--- config.mk ---
export PLATFORM = sky130hd
export DESIGN_NAME = state_change_history_log_unit
export DESIGN_NICKNAME = d
export VERILOG_FILES = /design/src/hw/rtl/schl_pkg.sv /design/src/hw/rtl/schl_front.sv /design/src/hw/rtl/schl_queue.sv /design/src/hw/rtl/schl_back.sv /design/src/hw/rtl/state_change_history_log_unit.sv
export SDC_FILE = /design/constraint.sdc
export NUM_CORES = 1
export LEC_CHECK = 0
export ABC_CLOCK_PERIOD_IN_PS = 7500
export BUFFER_PORTS_ARGS = -buffer_cell sky130_fd_sc_hd__buf_2
export CAP_MARGIN = 10
export CORE_MARGIN = 4
export CORE_UTILIZATION = 62
export CTS_CLUSTER_SIZE = 40
export DETAILED_ROUTE_END_ITERATION = 8
export PLACE_DENSITY = 0.79
export SKIP_LAST_GASP = 1
export SLEW_MARGIN = 5
export SYNTH_ARGS = -nofsm -noshare
export SYNTH_HDL_FRONTEND = slang
export SYNTH_SLANG_ARGS = --single-unit
--- constraint.sdc ---
create_clock -name clk -period 7.5 [get_ports clk]
set_input_delay 0.75 -clock clk [delete_from_list [all_inputs] [get_ports clk]]
set_output_delay 0.75 -clock clk [all_outputs]
set_load 0.03 [all_outputs]
--- src/hw/rtl/schl_pkg.sv ---
// Shared types and constants for the state change history log.
// Used by the front, queue, back and top-level modules; no dependencies.
`default_nettype none
package schl_pkg;

	localparam int DEPTH     = 16;
	localparam int IDX_W     = (DEPTH > 1) ? $clog2(DEPTH) : 1;
	localparam int READ_CNT  = (DEPTH < 16) ? DEPTH : 16;
	localparam int AGE_W     = 4;
	localparam int CODE_W    = 8;
	localparam int TIME_W    = 32;
	localparam int QUEUE_CNT = 2;

	localparam int S_DATA_W = 40;  // state_code, time_value
	localparam int M_DATA_W = 48;  // entry_state, entry_time, entry_age, pad

	typedef enum logic [1:0] {
		OP_NOTIFY = 2'd0,
		OP_TICK   = 2'd1,
		OP_SET    = 2'd2,
		OP_READ   = 2'd3
	} op_t;

	typedef struct packed {
		op_t               op;
		logic [CODE_W-1:0] code;
		logic [TIME_W-1:0] tval;
	} cmd_t;

endpackage
`default_nettype wire

--- src/hw/rtl/schl_front.sv ---
// Front end: takes input requests, decodes the mode and holds one command.
// Depends on schl_pkg.
`default_nettype none
module schl_front (
	input  wire                          clk,
	input  wire                          arst_n,
	input  wire                          s_tvalid,
	output logic                         s_tready,
	input  wire  [schl_pkg::S_DATA_W-1:0] s_tdata,  // state_code, time_value
	input  wire  [1:0]                   s_tuser,  // mode
	output logic                         push,
	input  wire                          push_ready,
	output schl_pkg::cmd_t               push_cmd
);
	import schl_pkg::*;

	logic hold_valid_q;
	cmd_t cmd_q;
	op_t  op_dec;

	// every 2-bit mode value is a defined operation
	assign op_dec = op_t'(s_tuser);

	assign push     = hold_valid_q;
	assign push_cmd = cmd_q;
	assign s_tready = !hold_valid_q || push_ready;

	always_ff @(posedge clk or negedge arst_n) begin
		if (!arst_n) begin
			hold_valid_q <= 1'b0;
		end else if (s_tready) begin
			hold_valid_q <= s_tvalid;
		end
	end

	always_ff @(posedge clk) begin
		if (s_tvalid && s_tready) begin
			cmd_q.op   <= op_dec;
			cmd_q.code <= s_tdata[CODE_W-1:0];
			cmd_q.tval <= s_tdata[CODE_W +: TIME_W];
		end
	end

endmodule
`default_nettype wire

--- src/hw/rtl/schl_queue.sv ---
// Short command queue between front and back end.
// Depends on schl_pkg.
`default_nettype none
module schl_queue (
	input  wire            clk,
	input  wire            arst_n,
	input  wire            push,
	output logic           push_ready,
	input  schl_pkg::cmd_t push_cmd,
	output logic           pop_valid,
	input  wire            pop,
	output schl_pkg::cmd_t pop_cmd
);
	import schl_pkg::*;

	localparam int PTR_W = $clog2(QUEUE_CNT);

	cmd_t             mem_q [QUEUE_CNT];
	logic [PTR_W-1:0] wr_ptr_q;
	logic [PTR_W-1:0] rd_ptr_q;
	logic [PTR_W:0]   cnt_q;
	logic             do_push;
	logic             do_pop;

	assign push_ready = (cnt_q != (PTR_W+1)'(QUEUE_CNT));
	assign pop_valid  = (cnt_q != '0);
	assign pop_cmd    = mem_q[rd_ptr_q];
	assign do_push    = push && push_ready;
	assign do_pop     = pop && pop_valid;

	always_ff @(posedge clk or negedge arst_n) begin
		if (!arst_n) begin
			wr_ptr_q <= '0;
			rd_ptr_q <= '0;
			cnt_q    <= '0;
		end else begin
			if (do_push) begin
				wr_ptr_q <= wr_ptr_q + 1'b1;
			end
			if (do_pop) begin
				rd_ptr_q <= rd_ptr_q + 1'b1;
			end
			case ({do_push, do_pop})
				2'b10:   cnt_q <= cnt_q + 1'b1;
				2'b01:   cnt_q <= cnt_q - 1'b1;
				default: cnt_q <= cnt_q;
			endcase
		end
	end

	always_ff @(posedge clk) begin
		if (do_push) begin
			mem_q[wr_ptr_q] <= push_cmd;
		end
	end

endmodule
`default_nettype wire

--- src/hw/rtl/schl_back.sv ---
// Back end: runs commands against the history ring, timestamp and readout.
// Depends on schl_pkg.
`default_nettype none
module schl_back (
	input  wire                           clk,
	input  wire                           arst_n,
	input  wire                           cfg_we,
	input  wire  [schl_pkg::CODE_W-1:0]   cfg_wdata,
	input  wire                           pop_valid,
	output logic                          pop,
	input  schl_pkg::cmd_t                pop_cmd,
	output logic                          m_tvalid,
	input  wire                           m_tready,
	output logic [schl_pkg::M_DATA_W-1:0] m_tdata,
	output logic                          m_tlast
);
	import schl_pkg::*;

	typedef enum logic {
		ST_IDLE,
		ST_READ
	} state_t;

	state_t            state_q;
	logic [CODE_W-1:0] off_q;
	logic [CODE_W-1:0] last_state_q;
	logic [IDX_W-1:0]  wr_idx_q;
	logic [TIME_W-1:0] time_q;
	logic [DEPTH-1:0]  valid_q;
	logic [IDX_W-1:0]  pos_q;
	logic [AGE_W-1:0]  age_q;

	logic [CODE_W-1:0] st_state_q [DEPTH];
	logic [TIME_W-1:0] st_time_q  [DEPTH];

	logic              notify_hit;
	logic              slot_free;
	logic              last_now;
	logic [IDX_W-1:0]  pos_dec;
	logic [IDX_W-1:0]  wr_idx_inc;
	logic [CODE_W-1:0] rd_state;
	logic [TIME_W-1:0] rd_time;

	assign pop        = (state_q == ST_IDLE) && pop_valid;
	assign notify_hit = pop && (pop_cmd.op == OP_NOTIFY) && (pop_cmd.code != last_state_q);
	assign slot_free  = !m_tvalid || m_tready;
	assign last_now   = (age_q == AGE_W'(READ_CNT - 1));
	assign pos_dec    = (pos_q == '0) ? IDX_W'(DEPTH - 1) : pos_q - 1'b1;
	assign wr_idx_inc = (wr_idx_q == IDX_W'(DEPTH - 1)) ? '0 : wr_idx_q + 1'b1;
	// entries never written since the last clear read as the off code
	assign rd_state   = valid_q[pos_dec] ? st_state_q[pos_dec] : off_q;
	assign rd_time    = valid_q[pos_dec] ? st_time_q[pos_dec] : '0;

	always_ff @(posedge clk or negedge arst_n) begin
		if (!arst_n) begin
			state_q      <= ST_IDLE;
			off_q        <= '0;
			last_state_q <= '0;
			wr_idx_q     <= '0;
			time_q       <= '0;
			valid_q      <= '0;
			pos_q        <= '0;
			age_q        <= '0;
			m_tvalid     <= 1'b0;
			m_tdata      <= '0;
			m_tlast      <= 1'b0;
		end else begin
			// during a readout the read branch reloads the output register
			if (m_tvalid && m_tready && (state_q != ST_READ)) begin
				m_tvalid <= 1'b0;
			end
			if (cfg_we) begin
				// reload off code and clear the ring; the timestamp stays
				off_q        <= cfg_wdata;
				last_state_q <= cfg_wdata;
				wr_idx_q     <= '0;
				valid_q      <= '0;
			end
			case (state_q)
				ST_IDLE: begin
					if (pop) begin
						case (pop_cmd.op)
							OP_NOTIFY: begin
								if (notify_hit) begin
									last_state_q      <= pop_cmd.code;
									valid_q[wr_idx_q] <= 1'b1;
									wr_idx_q          <= wr_idx_inc;
								end
							end
							OP_TICK: time_q <= time_q + 1'b1;
							OP_SET:  time_q <= pop_cmd.tval;
							default: begin
								pos_q   <= wr_idx_q;
								age_q   <= '0;
								state_q <= ST_READ;
							end
						endcase
					end
				end
				ST_READ: begin
					if (slot_free) begin
						m_tvalid <= 1'b1;
						m_tdata  <= {{(M_DATA_W - CODE_W - TIME_W - AGE_W){1'b0}},
							age_q, rd_time, rd_state};
						m_tlast  <= last_now;
						pos_q    <= pos_dec;
						age_q    <= age_q + 1'b1;
						if (last_now) begin
							state_q <= ST_IDLE;
						end
					end
				end
				default: state_q <= ST_IDLE;
			endcase
		end
	end

	always_ff @(posedge clk) begin
		if (notify_hit) begin
			st_state_q[wr_idx_q] <= pop_cmd.code;
			st_time_q[wr_idx_q]  <= time_q;
		end
	end

endmodule
`default_nettype wire

--- src/hw/rtl/state_change_history_log_unit.sv ---
// State change history log: a ring of timestamped state codes.
// Built from schl_front, schl_queue and schl_back; uses schl_pkg.
//
// Input stream s_*: s_tuser carries the mode (notify, tick, set timestamp,
// read history); s_tdata carries the state code and the timestamp to load.
// A notify stores the code with the current timestamp when it differs from
// the previous code. A read produces 16 results on m_*, newest entry first,
// one per cycle while m_tready is high, with m_tlast on the oldest one.
// Notify, tick and set requests are handled in the back end's idle state,
// so they sustain one request per cycle while no read holds the back end;
// a read holds it while the idle state starts the walk and the read state
// steps the results through the single output register.
// A read passes the front-end command register and the queue before its walk.
// A two-entry command queue sits between the decoding front end and the
// back end; requests are accepted during a stalled readout until both fill.
// When the receiver holds m_tready low the readout pauses on the current
// result and resumes without loss. Reset clears the ring to the off code,
// zeroes the timestamp and the write pointer. A write on cfg_we loads a new
// off code and clears the ring the same way, keeping the timestamp.
`default_nettype none
module state_change_history_log_unit (
	input  wire                          clk,
	input  wire                          arst_n,
	input  wire                          cfg_we,
	input  wire  [schl_pkg::CODE_W-1:0]   cfg_wdata,  // off_state_code
	input  wire                          s_tvalid,
	output logic                         s_tready,
	input  wire  [schl_pkg::S_DATA_W-1:0] s_tdata,   // state_code, time_value
	input  wire  [1:0]                   s_tuser,   // mode
	output logic                         m_tvalid,
	input  wire                          m_tready,
	output logic [schl_pkg::M_DATA_W-1:0] m_tdata,  // entry_state, entry_time, entry_age
	output logic                         m_tlast    // last_entry
);
	import schl_pkg::*;

	logic             push;
	logic             push_ready;
	cmd_t             push_cmd;
	logic             pop_valid;
	logic             pop;
	cmd_t             pop_cmd;
	logic [AGE_W-1:0] out_age;

	schl_front u_front (
		.clk       (clk),
		.arst_n    (arst_n),
		.s_tvalid  (s_tvalid),
		.s_tready  (s_tready),
		.s_tdata   (s_tdata),
		.s_tuser   (s_tuser),
		.push      (push),
		.push_ready(push_ready),
		.push_cmd  (push_cmd)
	);

	schl_queue u_queue (
		.clk       (clk),
		.arst_n    (arst_n),
		.push      (push),
		.push_ready(push_ready),
		.push_cmd  (push_cmd),
		.pop_valid (pop_valid),
		.pop       (pop),
		.pop_cmd   (pop_cmd)
	);

	schl_back u_back (
		.clk      (clk),
		.arst_n   (arst_n),
		.cfg_we   (cfg_we),
		.cfg_wdata(cfg_wdata),
		.pop_valid(pop_valid),
		.pop      (pop),
		.pop_cmd  (pop_cmd),
		.m_tvalid (m_tvalid),
		.m_tready (m_tready),
		.m_tdata  (m_tdata),
		.m_tlast  (m_tlast)
	);

	assign out_age = m_tdata[CODE_W + TIME_W +: AGE_W];

	// the oldest entry always carries the highest age
	assert property (@(posedge clk) disable iff (!arst_n)
		(m_tvalid && m_tlast) |-> (out_age == AGE_W'(READ_CNT - 1)))
		else $error("last entry with wrong age");

	// a readout streams without gaps once a result is taken
	assert property (@(posedge clk) disable iff (!arst_n)
		(m_tvalid && m_tready && !m_tlast) |=> m_tvalid)
		else $error("gap inside readout");

	// ages count up by one within a readout
	assert property (@(posedge clk) disable iff (!arst_n)
		(m_tvalid && m_tready && !m_tlast) |=> (out_age == $past(out_age) + 1'b1))
		else $error("readout age out of sequence");

endmodule
`default_nettype wire

==> flow_summary.json, run 1 <==
{
  "grt_max_degree": 232,
  "syn_avg_cell_area_um2": 15.5,
  "leakagePower_nw": 14.5,
  "required_ps": 7980,
  "tightestPinTransition_ps": 1290,
  "ant_nets": 0,
  "maxSlewViolCount": 0,
  "fin_ws_ps": 2270,
  "wire_per_inst_um": 26.6,
  "max_slew_margin": 0.136,
  "hold_buffers": 0,
  "dieArea_mm2": 0.0619,
  "row_count": 87,
  "critPathLaunchType": "register",
  "final-hold-violation-count": 0,
  "netlist_area_mm2": 0.0359,
  "viasPerCell": 6.74,
  "cts_root_buffer": "clkbuf_16",
  "grt_pass1_wl_um": 129000,
  "first_pass_iters": 6,
  "cts_num_sinks": 894,
  "wl_met1_um": 32900,
  "synth-seq-area-share": 0.729,
  "wl_met3_um": 9730,
  "post-place-ws_ps": 2430,
  "p_clk_frac": 0.272,
  "grt-ovfl-total": 0,
  "ys_warn_count": 0,
  "drtIter0Drc": 3122,
  "fin_worst_skew_ps": 27.9,
  "setup_viol": 0,
  "finalWirelength_um": 85300,
  "clk_latency_ps": 630,
  "grt_antenna_before_repair": 0,
  "drive_above_1_share": 0.144,
  "cts.clk_slew.worst_paths_ps": 60,
  "core_area_mm2": 0.0569,
  "hold_path.class": "in2async",
  "async_reset_ff_frac": 0.143,
  "drc": 0,
  "cts_buffers": 87,
  "portBuffers": 101,
  "synth_ff_type": "edfxtp_1",
  "power_density_mw_per_mm2": 427,
  "die_w_um": 249,
  "cts_setup_buffers": 0,
  "worstSetupPathType": "reg2reg",
  "fin_nets": 2443,
  "finalCriticalPeriod_ps": 5230,
  "peakVddDrop_v": 0.000720,
  "dpl.hpwl_um": 44300,
  "htree_levels": 3,
  "cp_max_fo": 69,
  "area_growth_pct": 11.6,
  "grt_pass1_vias": 21400,
  "finalSetupTns_ps": 0,
  "fmax_mhz": 191,
  "fin_crit_sh": 0.697,
  "grt_use_total": 0.269,
  "path_cells": "inv_1 > ha_2 > inv_1 > buf_4 > nand2_2 > a211oi_1 > o41ai_1 > nand2_1",
  "comb_power_share": 0.323,
  "synth_seq_cells": 894,
  "status": "complete, no violations",
  "io_pins": 106,
  "arrival_ps": 5710,
  "initial_core_util": 0.631,
  "clk_path_buf_depth": 3,
  "dr.max_layer_used": "met4",
  "synth_edf_count": 766,
  "netSwitchingFraction": 0.363,
  "timing.critical_path.mode_cell": "inv_1",
  "vias": 21600,
  "cts_resized": 0,
  "synth.distinct_cells": 73,
  "p_sw_mw": 6.21,
  "gp_congestion": 0.861,
  "intPower_mw": 10.9,
  "drv_cap": 0,
  "cpMaxStageDelayCell": "ha_2",
  "end_kind": "register",
  "cts_tree": "done",
  "power_frac_seq": 0.405,
  "rsz0062_at_grt": "no",
  "die_y_um": 249,
  "wl_met2_um": 40000,
  "slowest_delay_ps": 1010,
  "synth_cells": 2315
}
-- Yosys cell counts, types with 6 or more instances --
library cell / count / area, um2
nand2b_1: 11 / 68.8
xnor2_1: 12 / 105
a32o_1: 8 / 80.1
a31oi_1: 12 / 75.1
a211oi_1: 226 / 1700
mux2i_1: 168 / 1680
a21o_1: 25 / 188
a2bb2oi_1: 6 / 52.6
nor2b_1: 14 / 87.6
o41ai_1: 28 / 245
a221oi_1: 9 / 78.8
nand2_1: 142 / 533
nand4_1: 13 / 81.3
a22oi_1: 17 / 128
buf_1: 7 / 26.3
buf_6: 6 / 67.6
o22a_1: 12 / 105
mux2_2: 25 / 282
a32oi_1: 11 / 96.3
edfxtp_1: 766 / 23000
mux4_2: 13 / 293
nor2_1: 44 / 165
buf_4: 18 / 135
and2_1: 16 / 100
o21ai_0: 45 / 225
inv_1: 33 / 124
a21boi_0: 10 / 75.1
ha_1: 11 / 138
dfrtp_1: 128 / 3200
and3_1: 125 / 782
a21oi_1: 72 / 360
o22ai_1: 12 / 75.1
buf_2: 48 / 240
clkbuf_1: 87 / 327
nor3_1: 12 / 60.1
o21ai_1: 8 / 40.0
nand3_1: 32 / 160
-- metrics by stage --
| step | power, mW | utilization | hold WS, ps | instance area, um2 | cells |
|---|---|---|---|---|---|
| floorplan | 10.7 | - | 421 | 35900 | 2318 |
| global placement | 12.2 | 0.650 | 424 | 37000 | 3043 |
| detailed placement | 12.4 | 0.650 | 432 | 37000 | 3043 |
| CTS | 17.0 | 0.704 | 159 | 40100 | 3206 |
| global route | 17.8 | 0.704 | 190 | 40100 | 3207 |
| finish | 17.1 | 0.704 | 141 | 40100 | 3208 |
-- kinds of logic (layout without fill, tap and decap cells) --
family                     after synthesis  in the layout  share of synthesized area
DFF                                    894            894                      0.729
AOI/OAI and AO/OA                      554            554                      0.111
and+or+nand+nor                        432            432                     0.0625
muxes                                  207            207                     0.0631
buffers and inverters                  200            333                     0.0257
xor gates and xnor gates                16             16                    0.00390
adders and majority gates               11             11                    0.00383
other                                    1              5                   0.000104
-- registers in the layout, indices dropped and copies added (netlist names), 4 cells and up --
register,count
u_back.valid_q,16
u_back.m_tdata,44
u_front.push_cmd,42
u_back.time_q,32
u_back.age_q,4
u_back.off_q,8
u_back.st_time_q,512
u_back.wr_idx_q,4
u_queue.mem_q,84
u_back.last_state_q,8
u_back.st_state_q,128
u_back.pos_q,4
-- cell type report --
type,count,area (um2)
sequential,894,26200
fill,3432,16800
multi-input combinational,1224,8920
clock buffer,125,2550
tap,756,946
timing repair buffer,136,812
clock inverter,38,539
inverter,34,128
antenna,1,2.50
-- placed cells by master, fill, tap and decap left out, types with 32 or more instances in the layout --
cell / count
a211oi_1: 226
a21oi_1: 71
and3_1: 116
buf_2: 100
buf_4: 32
clkbuf_16: 92
dfrtp_1: 126
edfxtp_1: 766
inv_1: 33
mux2i_1: 168
nand2_1: 137
nand3_1: 32
nor2_1: 41
o21ai_0: 45
-- power by group through the flow --
stage | clock network [mW] | registers, mW | logic, mW
6_report | 4.65 | 6.93 | 5.53
5_1_grt | 4.91 | 6.98 | 5.91
4_1_cts | 4.69 | 6.91 | 5.43
3_5_place_dp | 0 | 7.00 | 5.37
3_3_place_gp | 0 | 6.96 | 5.21
2_1_floorplan | 0 | 6.80 | 3.91
-- final timing paths --
path,from,endpoint,slack (ps),cells past startpoint
setup / recovery,u_back.pos_q[0]$_DFFE_PN0P_,u_back.m_tdata[9]$_DFFE_PN0P_,2270,8
hold / removal,arst_n,u_back.last_state_q[1]$_DFF_PN0_,140,1
setup reg to reg,u_back.pos_q[0]$_DFFE_PN0P_,u_back.m_tdata[9]$_DFFE_PN0P_,2270,8
hold reg to reg,u_front.push_cmd[30]$_DFFE_PP_,u_queue.mem_q[0][30]$_DFFE_PP_,430,0
max in group asynchronous,arst_n,u_queue.rd_ptr_q$_DFFE_PN0P_,5850,2
min in group clk,s_tdata[18],u_front.push_cmd[10]$_DFFE_PP_,290,1
-- metal layers --
metal	track usage	up-vias
li1	-	9292
met1	0.386	10700
met2	0.419	1435
met3	0.0524	227
met4	0.0944	0
met5	0	-
-- critical path, delay by kind of cell (launching register included) --
family                   cells  cell delay, ps
buffers and inverters        3            1520
flip-flops                   1             900
adder cells (fa/ha/maj)      1            1010
AND/OR/NAND/NOR              2             880
AO/OA/AOI/OAI                2             710
Note: power is estimated with default switching activity, not from simulation.
==> inputs of run 2 (changes only) <==
--- a/config.mk
+++ b/config.mk
@@ -5,7 +5,8 @@
 export SDC_FILE = /design/constraint.sdc
 export NUM_CORES = 1
 export LEC_CHECK = 0
-export ABC_CLOCK_PERIOD_IN_PS = 7500
+export ABC_AREA = 1
+export ABC_CLOCK_PERIOD_IN_PS = 5100
 export BUFFER_PORTS_ARGS = -buffer_cell sky130_fd_sc_hd__buf_2
 export CAP_MARGIN = 10
 export CORE_MARGIN = 4
==> constraint.sdc (replaced) <==
create_clock -name clk -period 5.1 [get_ports clk]
set_input_delay 0.51 -clock clk [delete_from_list [all_inputs] [get_ports clk]]
set_output_delay 0.51 -clock clk [all_outputs]
set_load 0.03 [all_outputs]
==> run 2 against run 1 <==
  * Area after synthesis grew 2.7%
  * Combinational power grew 95%
  * Sequential cell count is the same
  * Synthesized cell count grew 42%
  * Clock power grew 35%
  * Register-to-register slack lost 1300 ps
  * First-iteration DRC count grew 15%
  * Global-route usage grew 2.3 points
==> flow_summary.json, run 2 <==
{
  "status": "complete, no violations",
  "ys_warn_count": 0,
  "grt_antenna_before_repair": 0,
  "grt_pass1_wl_um": 143000,
  "die_y_um": 252,
  "finalWirelength_um": 93400,
  "intPower_mw": 15.9,
  "htree_levels": 3,
  "grt_max_degree": 148,
  "ys_top_cells_by_area": "edfxtp_1 62%, nand2_1 10%, dfrtp_1 8.7%, nand3_1 7.4%, inv_1 1.5%",
  "cp_max_fo": 44,
  "ant_nets": 0,
  "layout_commonest_cell": "nand2_1",
  "drive_above_1_share": 0.0950,
  "p_sw_mw": 11.5,
  "finalCriticalPeriod_ps": 4180,
  "worstSetupPathType": "reg2reg",
  "path_cells": "inv_2 > nand2_1 > nand2_1 > xor2_1 > nand2_1 > nor3_2 > nand4_2 > buf_4 > nand2_4 > nor2_4 > buf_4",
  "peakVddDrop_v": 0.00104,
  "portBuffers": 101,
  "fill_cells": 3981,
  "cts_setup_buffers": 0,
  "yosys.area.top_type": "edfxtp_1",
  "synth_cells": 3283,
  "synth_commonest_cells": "1029 x nand2_1, 766 x edfxtp_1, 543 x nand3_1",
  "async_reset_ff_frac": 0.143,
  "top_register": "u_back.st_time_q",
  "synth.distinct_cells": 47,
  "maxSlewViolCount": 0,
  "cpMaxStageDelayCell": "buf_4",
  "antenna_cells": 0,
  "area_growth_pct": 10.8,
  "cts_tree": "done",
  "fin_crit_sh": 0.819,
  "netSwitchingFraction": 0.420,
  "slowest_delay_ps": 600,
  "rsz0062_at_grt": "no",
  "drc": 0,
  "reg.largest.list": "u_back.st_time_q: 512 flops, u_back.st_state_q: 128 flops, u_queue.mem_q: 84 flops",
  "tightestPinTransition_ps": 1250,
  "cts_num_sinks": 894,
  "dieArea_mm2": 0.0635,
  "fin_worst_skew_ps": 21.3,
  "vias": 25600,
  "power_frac_seq": 0.378,
  "hold_path.class": "in2reg",
  "arrival_ps": 4430,
  "clk_latency_ps": 640,
  "power_density_mw_per_mm2": 671,
  "netlist_area_mm2": 0.0369,
  "max_slew_margin": 0.167,
  "final_util": 0.693,
  "critPathLaunchType": "register",
  "io_pins": 106,
  "cts.clk_slew.worst_paths_ps": 60,
  "leakagePower_nw": 15.9,
  "first_pass_iters": 6,
  "clk_path_buf_depth": 3,
  "cts_root_buffer": "clkbuf_16",
  "wire_per_inst_um": 22.3,
  "cts_buffers": 88,
  "synth_edf_count": 766,
  "grt_pass1_vias": 25200,
  "synth-seq-area-share": 0.710,
  "synth_seq_cells": 894,
  "final-hold-violation-count": 0,
  "synth_ff_type": "edfxtp_1",
  "p_clk_frac": 0.229,
  "grt_use_total": 0.292,
  "die_w_um": 252,
  "yosys.area.top_type_share": 0.623,
  "yosysMostFrequentCell": "nand2_1",
  "grt-ovfl-total": 0,
  "crit_family": "simple AND/OR/NAND/NOR gates",
  "row_count": 89,
  "required_ps": 5350,
  "fin_nets": 3403,
  "largest_reg_flops": 512,
  "end_kind": "register",
  "setup_viol": 0,
  "drv_cap": 0,
  "core_area_mm2": 0.0590,
  "drtIter0Drc": 3576,
  "gp_congestion": 0.912,
  "timing.critical_path.mode_cell": "nand2_1",
  "comb_power_share": 0.392,
  "viasPerCell": 6.12,
  "finalSetupTns_ps": 0,
  "initial_core_util": 0.625,
  "fmax_mhz": 239,
  "crit_buf_inv": 3,
  "dpl.hpwl_um": 51700,
  "syn_avg_cell_area_um2": 11.2,
  "most-common-layout-cells": "1029 x nand2_1, 766 x edfxtp_1, 543 x nand3_1, 151 x inv_1, 128 x dfrtp_1"
}
run 2: cell types whose count changed in the layout (fill, tap and decap cells not counted), moves of 115 or more:
| cell | before | now |
|---|---|---|
| a211oi_1 | 226 | 2 |
| mux2i_1 | 168 | 1 |
| nand2_1 | 137 | 1029 |
| nand3_1 | 32 | 543 |
| and3_1 | 116 | 1 |
| inv_1 | 33 | 151 |
run 2: cell type report:
| type | count | area (um2) | share of cell area |
|---|---|---|---|
| Clock buffer | 119 | 2420 | 0.0592 |
| Clock inverter | 44 | 388 | 0.00948 |
| Inverter | 160 | 603 | 0.0147 |
| Multi-Input combinational cell | 2042 | 9350 | 0.229 |
| Sequential cell | 894 | 26200 | 0.641 |
| Tap cell | 773 | 967 | 0.0236 |
| Timing Repair Buffer | 151 | 965 | 0.0236 |
run 2: logic make-up after synthesis:
family | Yosys count | synth area share
other | 1 | 0.000102
AO/OA/AOI/OAI | 209 | 0.0305
flip-flops | 894 | 0.710
adder cells (fa/ha/maj) | 11 | 0.00373
XOR/XNOR | 26 | 0.00637
multiplexers | 1 | 0.000271
buffers and inverters | 350 | 0.0421
AND/OR/NAND/NOR | 1791 | 0.207
run 2: per-layer routing:
| layer | part of all wire | GRT usage | wire (um) | vias up |
|---|---|---|---|---|
| met3 | 0.12 | 0.0565 | 11600 | 277 |
| li1 | - | - | - | 11400 |
| met4 | 0.039 | 0.131 | 3680 | 0 |
| met5 | 0 | 0 | 0 | - |
| met1 | 0.36 | 0.395 | 33800 | 12200 |
| met2 | 0.48 | 0.468 | 44400 | 1732 |
run 2: timing repair:
action | CTS | global route
endpoints found under the hold margin | 31 | 0
gates resized for setup | 0 | 0
hold buffers | 1 | 0
run 2: worst paths after layout:
kind / slack, ps / from / endpoint / cells past startpoint
worst min-delay path: 60 / s_tdata[37] / u_front.push_cmd[29]$_DFFE_PP_ / 1
worst max register to register: 920 / u_queue.rd_ptr_q$_DFFE_PN0P_ / u_back.st_state_q[8][5]$_DFFE_PP_ / 11
min in group asynchronous: 530 / arst_n / u_back.m_tdata[9]$_DFFE_PN0P_ / 2
worst min register to register: 450 / u_front.push_cmd[40]$_DFFE_PP_ / u_queue.mem_q[0][40]$_DFFE_PP_ / 0
max in group asynchronous: 3330 / arst_n / u_back.m_tdata[37]$_DFFE_PN0P_ / 3
worst max-delay path: 920 / u_queue.rd_ptr_q$_DFFE_PN0P_ / u_back.st_state_q[8][5]$_DFFE_PP_ / 11
run 2: per-stage QoR:
stage | cells | total power [mW] | instance area [um2] | setup WS (ps) | hold slack [ps]
global placement | 4017 | 20.5 | 38000 | 1040 | 422
floorplan | 3286 | 17.5 | 36900 | 1070 | 214
CTS | 4181 | 27.2 | 40900 | 957 | 21.0
detailed placement | 4017 | 20.9 | 38000 | 992 | 430
global route | 4183 | 28.9 | 40900 | 755 | 39.4
finish | 4183 | 27.5 | 40900 | 921 | 56.3
run 2: power by group through the flow:
stage                     Combinational (mW)  Clock, mW  Sequential (mW)
after floorplan                         7.18          0             10.3
after global placement                  10.1          0             10.4
final                                   10.8       6.30             10.4
after CTS                               10.5       6.36             10.4
after detailed placement                10.4          0             10.5
after global routing                    11.7       6.66             10.5
